==> src/hdl/cmq_sqrt_pipe.sv <==
// Pipelined floor square root, one result bit per register stage.
// Carries a sideband word alongside; uses no package items.
module cmq_sqrt_pipe #(
   parameter int IN_W = 33,
   parameter int SB_W = 1
) (
   input  logic                    clock,
   input  logic                    reset,
   input  logic                    in_vld,
   input  logic [IN_W-1:0]         in_rad,
   input  logic [SB_W-1:0]         in_sb,
   output logic                    out_vld,
   output logic [(IN_W+1)/2-1:0]   out_root,
   output logic [SB_W-1:0]         out_sb
);
   localparam int NS  = (IN_W + 1) / 2;
   localparam int PW  = 2 * NS;
   localparam int RMW = NS + 2;

   logic            vld_ff  [NS];
   logic [PW-1:0]   rad_ff  [NS];
   logic [NS-1:0]   root_ff [NS];
   logic [RMW-1:0]  rem_ff  [NS];
   logic [SB_W-1:0] sb_ff   [NS];

   for (genvar k = 0; k < NS; k++) begin : g_stage
      logic            vld_src;
      logic [PW-1:0]   rad_src;
      logic [NS-1:0]   root_src;
      logic [RMW-1:0]  rem_src;
      logic [SB_W-1:0] sb_src;
      logic [RMW-1:0]  rem_shf;
      logic [RMW-1:0]  trial;
      logic [PW-1:0]   rad_in;
      logic [NS-1:0]   root_in;
      logic [RMW-1:0]  rem_in;

      if (k == 0) begin : g_first
         assign vld_src  = in_vld;
         assign rad_src  = PW'(in_rad);
         assign root_src = '0;
         assign rem_src  = '0;
         assign sb_src   = in_sb;
      end else begin : g_next
         assign vld_src  = vld_ff[k-1];
         assign rad_src  = rad_ff[k-1];
         assign root_src = root_ff[k-1];
         assign rem_src  = rem_ff[k-1];
         assign sb_src   = sb_ff[k-1];
      end

      always_comb begin
         rem_shf = {rem_src[RMW-3:0], rad_src[PW-1 -: 2]};
         trial   = {root_src, 2'b01};
         rad_in  = {rad_src[PW-3:0], 2'b00};
         if (rem_shf >= trial) begin
            rem_in  = rem_shf - trial;
            root_in = {root_src[NS-2:0], 1'b1};
         end else begin
            rem_in  = rem_shf;
            root_in = {root_src[NS-2:0], 1'b0};
         end
      end

      always_ff @(posedge clock) begin
         if (reset) begin
            vld_ff[k] <= 1'b0;
         end else begin
            vld_ff[k] <= vld_src;
         end
         rad_ff[k]  <= rad_in;
         root_ff[k] <= root_in;
         rem_ff[k]  <= rem_in;
         sb_ff[k]   <= sb_src;
      end
   end

   assign out_vld  = vld_ff[NS-1];
   assign out_root = root_ff[NS-1];
   assign out_sb   = sb_ff[NS-1];

endmodule

==> config.mk <==
export PLATFORM = sky130hd
export DESIGN_NAME = cmq_sqrt_pipe
export DESIGN_NICKNAME = d
export VERILOG_FILES = /design/src/hdl/cmq_sqrt_pipe.sv
export SDC_FILE = /design/constraint.sdc
export NUM_CORES = 1
export LEC_CHECK = 0
export ABC_AREA = 1
export BUFFER_PORTS_ARGS = -buffer_cell sky130_fd_sc_hd__buf_4
export CORE_MARGIN = 2
export CORE_UTILIZATION = 55
export DETAILED_ROUTE_END_ITERATION = 10
export PLACE_DENSITY = 0.71
export SYNTH_ARGS = -nofsm -noshare
export SYNTH_HDL_FRONTEND = slang
export SYNTH_SLANG_ARGS = --single-unit
==> constraint.sdc <==
create_clock -name clock -period 1.89 [get_ports clock]
set_input_delay 0.0945 -clock clock [delete_from_list [all_inputs] [get_ports clock]]
set_output_delay 0.0945 -clock clock [all_outputs]
set_load 0.05 [all_outputs]
## After elaboration in Yosys (flattened, before gate mapping)

Memories as Yosys holds them, arrays and structs flattened.
Cells that the tools add are included.

- RAM bits: 1,190
- Output and inout bits: 19
- Logic and storage cells: 110
- Memories: 5
- Input bits: 37
- Bits in read-only memories: 0
- Bits in registers: 0
- Latch bits: 0

- Reductions and logical operators: 0
- Equality and inequality tests: 0
- Shifts and indexed selects: 0
- Div/mod/pow operators: 0
- Add/sub/neg operators: 17
- $mul: 0
- Bitwise operators: 17
- Order comparisons: 17
- Multiplexer cells: 54

Memories:

| name | depth | bits a word | rd ports | clocked after Yosys merged registers in | write ports | RTL line | RTL |
|---|---|---|---|---|---|---|---|
| rad_ff | 17 | 32 | 16 | 0 | 17 | 21 | `logic [PW-1:0] rad_ff [NS];` |
| rem_ff | 17 | 19 | 16 | 0 | 17 | 23 | `logic [RMW-1:0] rem_ff [NS];` |
| root_ff | 17 | 17 | 17 | 0 | 17 | 22 | `logic [NS-1:0] root_ff [NS];` |
| sb_ff | 17 | 1 | 17 | 0 | 17 | 24 | `logic [SB_W-1:0] sb_ff [NS];` |
| vld_ff | 17 | 1 | 17 | 0 | 17 | 20 | `logic vld_ff [NS];` |

Operator list:

| operator | number |
|---|---|
| 19-bit 2-to-1 mux | 17 |
| 19-bit >= comparator | 16 |
| 19-bit subtractor | 16 |
| 1-bit 2-to-1 mux | 37 |
| 1-bit OR | 17 |
| 1-bit by 1-bit subtractor with 2-bit output, second input constant | 1 |
| 1-bit >= comparator, second input constant | 1 |

## Longest topological paths before layout

- Depth in word-level cells: 3
- Gate-level depth with buffers: 14
- Gate-level depth less buffers: 14

## Worst setup path after synthesis

No wires, ideal clock.

- Path type: register to register
- From: mem root_ff[2][2] (netlist name)
- To: mem rem_ff[0][63] (netlist name)
- Required time: 1,776 ps
- Stages on the path, launching flop included: 11
- Setup time: 114 ps
- Clock period less this slack: 1,687 ps
- Path slack: 203 ps
- Path buffers: 1
- Arrival: 1,573 ps
- Cell sequence: dfxtp_1 inv_1 ha_1 a21o_1 nor2_2 nand2_1 a21oi_2 nand2_1 buf_4 nand3_1 nand2_1

RTL lines:

| what | RTL line |
|---|---|
| start: declaration | 22 |
| end: declaration | 23 |

==> results_dict.tcl <==
set metrics [dict create \
    wl_mm 70.7 \
    synthArstFlopShare_pct 0 \
    synthCells 3834 \
    critPathKind "reg -> reg" \
    synth_compound_area_share_pct 4.22 \
    antenna_cells 0 \
    fin_crit_ps 1860 \
    ir_drop_uv 868 \
    r2r-start "root_ff[12][9]$_DFF_P_" \
    die_w_um 236 \
    startpoint_type "flop" \
    leakage_nw 19.6 \
    core-area_um2 53600 \
    synth-seq-cells 709 \
    slew-limit-headroom_pct 62.0 \
    worstPathArrival_ps 2430 \
    post-synth-top-area-cell "dfxtp_1" \
    die_h_um 236 \
    p_sw_w 0.0177 \
    vias_per_cell 4.93 \
    hp-class "in -> reg" \
    start_util_pct 55.3 \
    r2r_cells 10 \
    cts_buffers 72 \
    synth_edf_count 0 \
    post_synth_num_cell_types 51 \
    drive_above_1_share_pct 19.3 \
    ys_top_cells_by_area "dfxtp_1 48%, nand2_1 15%, inv_1 8.7%" \
    p_int_w 0.0334 \
    clkSinkCount 709 \
    endpoint_kind "flop" \
    grt_pass1_vias 23100 \
    rsz0062_at_grt "true" \
    grt-ovfl-total 0 \
    min_from "in_rad[8]" \
    drt_iter0_drc 1787 \
    tightest_slew_ps 565 \
    max_cap_violations 0 \
    path_clk_slew_ps 60 \
    cts-root-buf "clkbuf_16" \
    synth_common_cells "1201 x nand2_1, 709 x dfxtp_1, 690 x inv_1, 212 x nor2_1, 185 x nand3_1" \
    seq_area_frac_synth_pct 47.9 \
    port_buffers 55 \
    cts_max_level 3 \
    outcome "complete, no violations" \
    drv_slew 0 \
    crit_required_ps 2450 \
    combPwrFrac_pct 32.0 \
    r2r-end "rem_ff[0][257]$_DFF_P_" \
    clk_latency_ps 640 \
    gp_congestion 0.937 \
    drc 0 \
    grt_pass1_wl_mm 108 \
    yosysMostFrequentCell "nand2_1" \
    syn_area_um2 29700 \
    grt_max_degree 20 \
    whs_ps 117 \
    drt.antenna.violating_nets 0 \
    num_vias 24600 \
    power_density_nw_per_um2 1350 \
    synth-adder-area-share_pct 7.17 \
    track_usage_pct 23.5 \
    num-nets-final 4436 \
    pwr-share-clk_pct 29.0 \
    fmax_mhz 536 \
    dr.pass1.iters 8 \
    holdPathStages 2 \
    rows 85 \
    synth-main-ff-cell "dfxtp_1" \
    yosysWarnings 0 \
    synth_top_area_share_pct 47.9 \
    area_growth_pct 27.1 \
    die-area_um2 55800 \
    r2r_setup_slack_ps 30 \
    post-dp-hpwl_mm 48.9 \
    p_seq_share_pct 39.0 \
    setup_viol 0 \
    synth_xor_area_share_pct 2.83 \
    n_fill_cell 4067 \
    swShare_pct 34.6 \
    min_to "rad_ff[0][8]$_DFF_P_" \
    critical_path.startpoint "root_ff[12][9]$_DFF_P_" \
    hold_violations 0 \
    ios 56 \
    synthMuxAreaShare_pct 0 \
    cts_tree "built" \
    skew_ps 26.2 \
    antenna_found_initial 0 \
    power_w 0.0510 \
    synthSimpleGateAreaFrac_pct 27.9 \
    period_share_pct 98.7 \
    synth_fp_nets 4041 \
    clk_path_buf_depth 3 \
    path_max_fanout 5 \
    synth.avg_cell_area_um2 7.74 \
    wl_per_cell_um 14.2 \
    synth_top_family_by_area "simple AND/OR/NAND/NOR gates" \
]
-- critical path, stage by stage, from the launching register on --
cell and delay (ps):
dfxtp_1 360, inv_1 60, ha_2 380, nand2_2 80, nor2_2 190, and2_4 190, nand3_4 110, buf_12 170
nand3_4 140, nand2_2 60, nand2_1 70
-- metal layers --
| layer | up-vias | GRT usage [%] | wire length, µm |
|---|---|---|---|
| met5 | - | 0 | 0 |
| met3 | 151 | 3.18 | 3740 |
| met4 | 0 | 8.25 | 1990 |
| li1 | 12600 | - | - |
| met1 | 11100 | 29.9 | 30900 |
| met2 | 646 | 41.0 | 34000 |
-- cells by family after synthesis --
logic type | Yosys count
buf+inv | 747
other cells | 1
xor+xnor | 96
fa+ha+maj | 170
simple gates | 1885
flops | 709
compound gates | 226
-- what timing repair did --
item,4_1_cts,5_1_grt
setup buffers,6,34
gates resized for setup,30,289
hold buffers,37,0
endpoints found under the hold margin,51,0
setup endpoints to repair,103,219
gates cloned,3,20
pin swaps,7,55
-- layout by cell type, fill, tap and decap left out, types with 13 or more instances in the layout --
cell type	netlist	routed
nand3_2	10	13
dfxtp_2	0	34
inv_1	690	679
a21oi_2	14	26
nand4_1	92	92
nand3_4	6	21
nand3b_1	27	27
buf_4	5	268
a21oi_1	109	97
ha_4	0	87
nand3_1	185	178
dfxtp_1	709	675
inv_2	19	26
ha_1	170	76
nor2_4	12	22
o21ai_1	11	20
nor2_1	212	190
dlygate4sd3_1	0	37
o21ai_0	70	58
nor3_1	42	38
xor2_1	68	68
nand2_2	35	62
nor2_2	27	39
clkbuf_16	0	78
buf_12	1	21
nand2_1	1201	1167
xnor2_1	28	28
-- power by group through the flow --
stage | clock network (W) | registers [W] | logic, W
finish | 0.0148 | 0.0199 | 0.0163
floorplan | 0 | 0.0192 | 0.0100
global route | 0.0158 | 0.0202 | 0.0183
global placement | 0 | 0.0198 | 0.0138
detailed placement | 0 | 0.0198 | 0.0140
CTS | 0.0152 | 0.0196 | 0.0144
-- sequential cells by signal (all words and copies together), names as in the netlist --
signal   count
rad_ff     272
rem_ff     250
root_ff    153
sb_ff       17
vld_ff      17
-- layout make-up --
| class | instances | area [µm²] | share of cell area (%) |
|---|---|---|---|
| Clock buffer | 90 | 1990 | 5.28 |
| Clock inverter | 38 | 543 | 1.44 |
| Inverter | 709 | 2670 | 7.09 |
| Multi-Input combinational cell | 2393 | 14300 | 37.9 |
| Sequential cell | 709 | 14200 | 37.8 |
| Tap cell | 696 | 871 | 2.31 |
| Timing Repair Buffer | 344 | 3080 | 8.16 |
-- how the worst max path moves through the flow --
| stage | end | slack (ps) |
|---|---|---|
| 2_1_floorplan | rem_ff[0][63]$_DFF_P_ | 200 |
| 3_3_place_gp | rem_ff[0][60]$_DFF_P_ | -250 |
| 3_5_place_dp | rem_ff[0][60]$_DFF_P_ | -230 |
| 4_1_cts | rem_ff[0][206]$_DFF_P_ | -20 |
| 5_1_grt | rem_ff[0][134]$_DFF_P_ | -50 |
| 6_report | rem_ff[0][257]$_DFF_P_ | 30 |
-- stage by stage --
stage                     setup WS [ps]  utilization (%)  instances  cell area, µm²  setup TNS (ps)
after detailed placement           -228             60.2       4751           32300           -4840
final                              25.2             70.3       4979           37700               0
after floorplan                     203                -       3834           29700               0
after CTS                         -19.4             66.1       4925           35500            -120
after global placement             -251             60.2       4751           32300           -4590
after global routing              -53.1             70.3       4979           37700           -1150
Note: power is estimated with default switching activity, not from simulation.
