--- src/hdl/cmq_div_pipe.sv ---
// Pipelined restoring divider, one quotient bit per register stage.
// Needs num < den * 2^Q_W; uses no package items.
module cmq_div_pipe #(
   parameter int N_W  = 40,
   parameter int D_W  = 25,
   parameter int Q_W  = 16,
   parameter int SB_W = 1
) (
   input  logic            clock,
   input  logic            reset,
   input  logic            in_vld,
   input  logic [N_W-1:0]  in_num,
   input  logic [D_W-1:0]  in_den,
   input  logic [SB_W-1:0] in_sb,
   output logic            out_vld,
   output logic [Q_W-1:0]  out_quo,
   output logic [SB_W-1:0] out_sb
);
   logic            vld_ff [Q_W];
   logic [D_W-1:0]  rem_ff [Q_W];
   logic [Q_W-1:0]  low_ff [Q_W];
   logic [Q_W-1:0]  quo_ff [Q_W];
   logic [D_W-1:0]  den_ff [Q_W];
   logic [SB_W-1:0] sb_ff  [Q_W];

   for (genvar k = 0; k < Q_W; k++) begin : g_stage
      logic            vld_src;
      logic [D_W-1:0]  rem_src;
      logic [Q_W-1:0]  low_src;
      logic [Q_W-1:0]  quo_src;
      logic [D_W-1:0]  den_src;
      logic [SB_W-1:0] sb_src;
      logic [D_W:0]    rem_shf;
      logic [D_W-1:0]  rem_in;
      logic [Q_W-1:0]  quo_in;

      if (k == 0) begin : g_first
         assign vld_src = in_vld;
         assign rem_src = D_W'(in_num[N_W-1:Q_W]);
         assign low_src = in_num[Q_W-1:0];
         assign quo_src = '0;
         assign den_src = in_den;
         assign sb_src  = in_sb;
      end else begin : g_next
         assign vld_src = vld_ff[k-1];
         assign rem_src = rem_ff[k-1];
         assign low_src = low_ff[k-1];
         assign quo_src = quo_ff[k-1];
         assign den_src = den_ff[k-1];
         assign sb_src  = sb_ff[k-1];
      end

      always_comb begin
         rem_shf = {rem_src, low_src[Q_W-1]};
         if (rem_shf >= {1'b0, den_src}) begin
            rem_in = D_W'(rem_shf - {1'b0, den_src});
            quo_in = {quo_src[Q_W-2:0], 1'b1};
         end else begin
            rem_in = rem_shf[D_W-1:0];
            quo_in = {quo_src[Q_W-2:0], 1'b0};
         end
      end

      always_ff @(posedge clock) begin
         if (reset) begin
            vld_ff[k] <= 1'b0;
         end else begin
            vld_ff[k] <= vld_src;
         end
         rem_ff[k] <= rem_in;
         low_ff[k] <= {low_src[Q_W-2:0], 1'b0};
         quo_ff[k] <= quo_in;
         den_ff[k] <= den_src;
         sb_ff[k]  <= sb_src;
      end
   end

   assign out_vld = vld_ff[Q_W-1];
   assign out_quo = quo_ff[Q_W-1];
   assign out_sb  = sb_ff[Q_W-1];

endmodule

--- config.mk ---
export PLATFORM = sky130hd
export DESIGN_NAME = cmq_div_pipe
export DESIGN_NICKNAME = d
export VERILOG_FILES = /design/src/hdl/cmq_div_pipe.sv
export SDC_FILE = /design/constraint.sdc
export NUM_CORES = 2
export LEC_CHECK = 0
export BUFFER_PORTS_ARGS = -buffer_cell sky130_fd_sc_hd__clkbuf_2
export CORE_MARGIN = 10
export CORE_UTILIZATION = 35
export CTS_CLUSTER_DIAMETER = 80
export DETAILED_ROUTE_END_ITERATION = 8
export SKIP_LAST_GASP = 1
export SLEW_MARGIN = 20
export SYNTH_ARGS = -nofsm -noshare
export SYNTH_HDL_FRONTEND = slang
export SYNTH_SLANG_ARGS = --single-unit
--- constraint.sdc ---
create_clock -name clock -period 3.81 [get_ports clock]
set_input_delay 0.381 -clock clock [delete_from_list [all_inputs] [get_ports clock]]
set_output_delay 0.381 -clock clock [all_outputs]
set_load 0.01 [all_outputs]
== Word level (Yosys, flattened, before mapping) ==
Memory sizes are Yosys's and may differ from the RTL's.
Cells that the tools add are included.

* Bits in registers: 0
* Memory bits (writable): 1328
* Bits of input ports: 69
* Output and inout port bits: 18
* Logic and storage cells: 105
* Memories kept: 6

{| class="wikitable"
|+ Memories
! name !! depth !! bits a word !! read ports !! clocked after Yosys merged registers in !! wr ports !! line !! RTL
|-
| den_ff || 16 || 25 || 15 || 0 || 16 || 23 || <nowiki>logic [D_W-1:0] den_ff [Q_W];</nowiki>
|-
| rem_ff || 16 || 25 || 15 || 0 || 16 || 20 || <nowiki>logic [D_W-1:0] rem_ff [Q_W];</nowiki>
|-
| quo_ff || 16 || 16 || 16 || 0 || 16 || 22 || <nowiki>logic [Q_W-1:0] quo_ff [Q_W];</nowiki>
|-
| low_ff || 16 || 15 || 15 || 0 || 16 || 21 || <nowiki>logic [Q_W-1:0] low_ff [Q_W];</nowiki>
|-
| sb_ff || 16 || 1 || 16 || 0 || 16 || 24 || <nowiki>logic [SB_W-1:0] sb_ff [Q_W];</nowiki>
|-
| vld_ff || 16 || 1 || 16 || 0 || 16 || 19 || <nowiki>logic vld_ff [Q_W];</nowiki>
|}

* Add/subtract/negate cells: 16
* Order comparisons: 16
* Mux-type cells: 51
* Bitwise gates (word level): 16

{| class="wikitable"
|+ Operators by type and width
! kind !! count
|-
| 25-bit two-way mux || 16
|-
| 25-bit subtractor || 16
|-
| 26-bit by 25-bit greater-or-equal comparator with 1-bit output || 15
|-
| 1-bit two-way mux || 35
|-
| 25-bit greater-or-equal comparator || 1
|-
| 1-bit bitwise OR || 16
|}

== Logic depth before layout (Yosys ltp) ==
* Word-level depth: 3
* Gate-level depth with buffers: 15
* Gate-level depth less buffers: 14

== Least setup slack after synthesis ==
OpenSTA, ideal clock, no wires.

* Kind: reg2reg
* Start: mem low_ff[7][14] in the netlist's numbering
* End: mem rem_ff[8][16]
* Setup time: 0.123 ns
* Arrival time: 3.081 ns
* Data required time: 3.687 ns
* Path slack: 0.605 ns
* Cell stages (with the launch flop): 15
* Buffers on the path: 1
* Clock period less this slack: 3.205 ns
* Path through: dfxtp_1 inv_1 ha_1 inv_1 fa_1 a21o_1 a21o_1 a211o_1 a311oi_2 o21ai_1 a31oi_2 nor3_1 o21ai_4 buf_6 mux2_1

{| class="wikitable"
|+ RTL lines
! element !! line
|-
| start, declared || 21
|-
| end, declared || 20
|}

==> flow_summary_export.csv <==
group,metric,value,unit
synthesis,syn_inst,4861,
timing,finClkSkew,43.67,ps
grt,grt_pass1_wl,168.9,mm
synthesis,synth_warnings,0,
floorplan,row_count,132,
route,wire_per_inst,15.07,um
place,io_buffers,86,
clocking,htree_num_levels,3,
route,route.vias.total,33480,
grt,grt_max_degree,44,
synthesis,ys_async_sr_fraction,0,
place,dp_slack,302.8,ps
synthesis,yosysUniqueCellTypes,91,
pwr,power.leakage,0.02429,uW
timing,drv_slew,0,
synthesis,yosysMostFrequentCell,"dfxtp_1",
floorplan,dieArea,145500,um^2
critical_path,critPathArrivalTime,4170,ps
timing,whs,289.4,ps
grt,antenna_found_initial,0,
final_layout,fin_area,53280,um^2
critical_path,endpoint_kind,"flop",
critical_path,path_class,"flop to flop",
clocking,cts.clk_slew.worst_paths,60,ps
pwr,power_switching,18930,uW
route,vias_per_cell,4.838,
status,outcome,"complete, no violations",
synthesis,synth_largest_area_cell,"dfxtp_1",
floorplan,die_w,381.4,um
timing,timing.final.crit_share,0.9351,
clocking,cts-buffers-inserted,115,
pwr,sequentialPowerShare,0.315,
route,drtPass1Iterations,5,
grt,grt_pass1_vias,32976,
route,antenna_left,0,
floorplan,die_y,381.4,um
route,drc_errors,0,
clocking,clock_sinks,1038,
floorplan,start_util,0.3527,
synthesis,synth_ff_type,"dfxtp_1",
clocking,worstSkewPairLatency,740,ps
critical_path,cp_max_fo,4,
synthesis,yosys.area.top_type_share,0.4545,
timing,fmax,280.7,MHz
timing,setup_violations,0,
place,place_area,48410,um^2
route,routed_wl,104.3,mm
synthesis,synth-seq-cells,1038,
clocking,cts_resized,0,
synthesis,synthTopCellsByCount,"dfxtp_1 (1038), inv_1 (511), a21oi_1 (422)",
pwr,power.total,50390,uW
synthesis,ys_seq_area_frac,0.4545,
final_layout,antenna_cells,0,
timing,hold_viol_final,0,
floorplan,core,129600,um^2
synthesis,synth.top_cells.by_area,"dfxtp_1 (45%), ha_1 (11%), a21oi_1 (4.6%)",
grt,grt_overflow,0,
timing,tightest_slew,932.1,ps
place,place_hpwl,80.83,mm
synthesis,synth_nets,5345,
timing,fin_crit,3563,ps
hold_path,hold_class,"input pin to flop",
timing,fin_tns_setup,0,ps
pwr,ir_worst_vdd,443.8,uV
job,maxCapViolCount,0,
final_layout,area_delta_synth_final,16.53,%
pwr,combPwrFrac,0.449,
route,drt_iter0_drc,2228,
timing,worst_slew_margin_rel,0.3705,
pwr,p_per_area,945.7,nW/um^2
critical_path,cp.required,4420,ps
clocking,cts_buffer_depth,3,
synthesis,synth_edf_count,0,
grt,grt_use_total,0.1395,
timing,setup_slack,247.3,ps
pwr,intPower,31450,uW
synthesis,synth_area_per_cell,9.407,um^2
floorplan,pin_count,87,
pwr,power_switching_share,0.3758,
timing,rsz0062_at_grt,"no",
pwr,p_clk_frac,0.236,
final_layout,layout.nets,5561,
clocking,tritoncts,"done",
critical_path,cp-start-kind,"flop",
clocking,cts-root-buf,"clkbuf_16",
synthesis,netlist_area,45730,um^2
final_layout,final_layout_size_suffix_gt1_frac,0.09386,
place,gp_congestion,0.9088,
## sequential cells by signal, indices dropped and copies added, names as in the netlist
name,flops
den_ff,375
low_ff,120
quo_ff,136
rem_ff,375
sb_ff,16
vld_ff,16
## repair_timing
action,4_1_cts,5_1_grt
setup buffers,0,0
setup endpoints to repair,0,0
hold buffers,69,0
hold endpoints to repair,82,0
## power by group through the flow
| stage | Sequential [uW] | Combinational, uW | Clock, uW |
|---|---|---|---|
| after floorplan | 15300 | 17600 | 0 |
| after global placement | 16200 | 22100 | 0 |
| after detailed placement | 16100 | 22300 | 0 |
| after CTS | 15900 | 22500 | 12300 |
| after global routing | 16200 | 25400 | 12700 |
| final | 15800 | 22600 | 11900 |
## routing by layer
| layer | vias up | share of wire | global-route usage |
|---|---|---|---|
| met5 | - | 0 | 0 |
| met3 | 209 | 0.042 | 0.02331 |
| li1 | 17283 | - | - |
| met2 | 689 | 0.47 | 0.2410 |
| met1 | 15299 | 0.45 | 0.1702 |
| met4 | 0 | 0.037 | 0.05895 |
## final cells by class
cell class / instances / area, um^2
fill: 12607 / 76370
multi-input combinational: 3202 / 22600
sequential: 1038 / 20780
clock buffer: 149 / 3177
tap: 1742 / 2180
inverter: 514 / 1929
timing repair buffer: 206 / 1617
clock inverter: 69 / 1002
## placed cells by master, fill, tap and decap left out, types with 47 or more instances in the layout
cell / Yosys / final
o21ai_0: 269 / 269
nor2_1: 292 / 291
a21o_1: 184 / 184
o21a_1: 59 / 59
inv_1: 511 / 511
xnor2_1: 184 / 184
dlygate4sd3_1: 0 / 69
dfxtp_1: 1038 / 1038
mux2_2: 90 / 90
a21oi_1: 422 / 421
xor2_1: 113 / 113
nand2_1: 332 / 332
clkbuf_16: 0 / 116
nand2b_1: 52 / 52
nor3_1: 69 / 69
ha_1: 400 / 400
nand4_1: 69 / 69
nor2b_1: 62 / 61
o21bai_1: 47 / 47
nand3_1: 65 / 65
clkbuf_2: 0 / 86
## critical path, cell delays in order (launching register included)
cell and delay [ps]:
dfxtp_1 370, ha_1 180, inv_1 50, fa_1 400, a21o_1 170, a21oi_1 260, o21ai_1 150, a211oi_1 350
nor3_1 170, a2111oi_1 600, buf_4 230, o41ai_1 80, xnor2_1 150, mux2_2 270
## cells by family (layout without fill, tap and decap cells)
kind of cell | Yosys count | after routing | synth area share
adder cells (fa/ha/maj) | 415 | 415 | 0.1160
multiplexers | 118 | 118 | 0.02879
buffers and inverters | 621 | 938 | 0.05259
AO/OA/AOI/OAI | 1271 | 1271 | 0.1762
flip-flops | 1038 | 1038 | 0.4545
AND/OR/NAND/NOR | 1101 | 1101 | 0.1150
XOR/XNOR | 297 | 297 | 0.05689
## per-stage QoR
stage	cells	util
after global routing	6920	0.4110
after floorplan	4861	-
after global placement	6633	0.3734
after detailed placement	6633	0.3734
final	6920	0.4110
after CTS	6920	0.4110
## path summary, 6_finish.rpt
| check | start | endpoint | slack [ps] | cells past startpoint |
|---|---|---|---|---|
| worst max-delay path | den_ff[0][75]$_DFF_P_ | rem_ff[4][22]$_DFF_P_ | 250 | 13 |
| worst min-delay path | in_num[14] | low_ff[0][14]$_DFF_P_ | 290 | 2 |
| worst max register to register | den_ff[0][75]$_DFF_P_ | rem_ff[4][22]$_DFF_P_ | 250 | 13 |
| worst min register to register | low_ff[3][6]$_DFF_P_ | low_ff[4][7]$_DFF_P_ | 310 | 0 |
(Power assumes the default switching activity.)
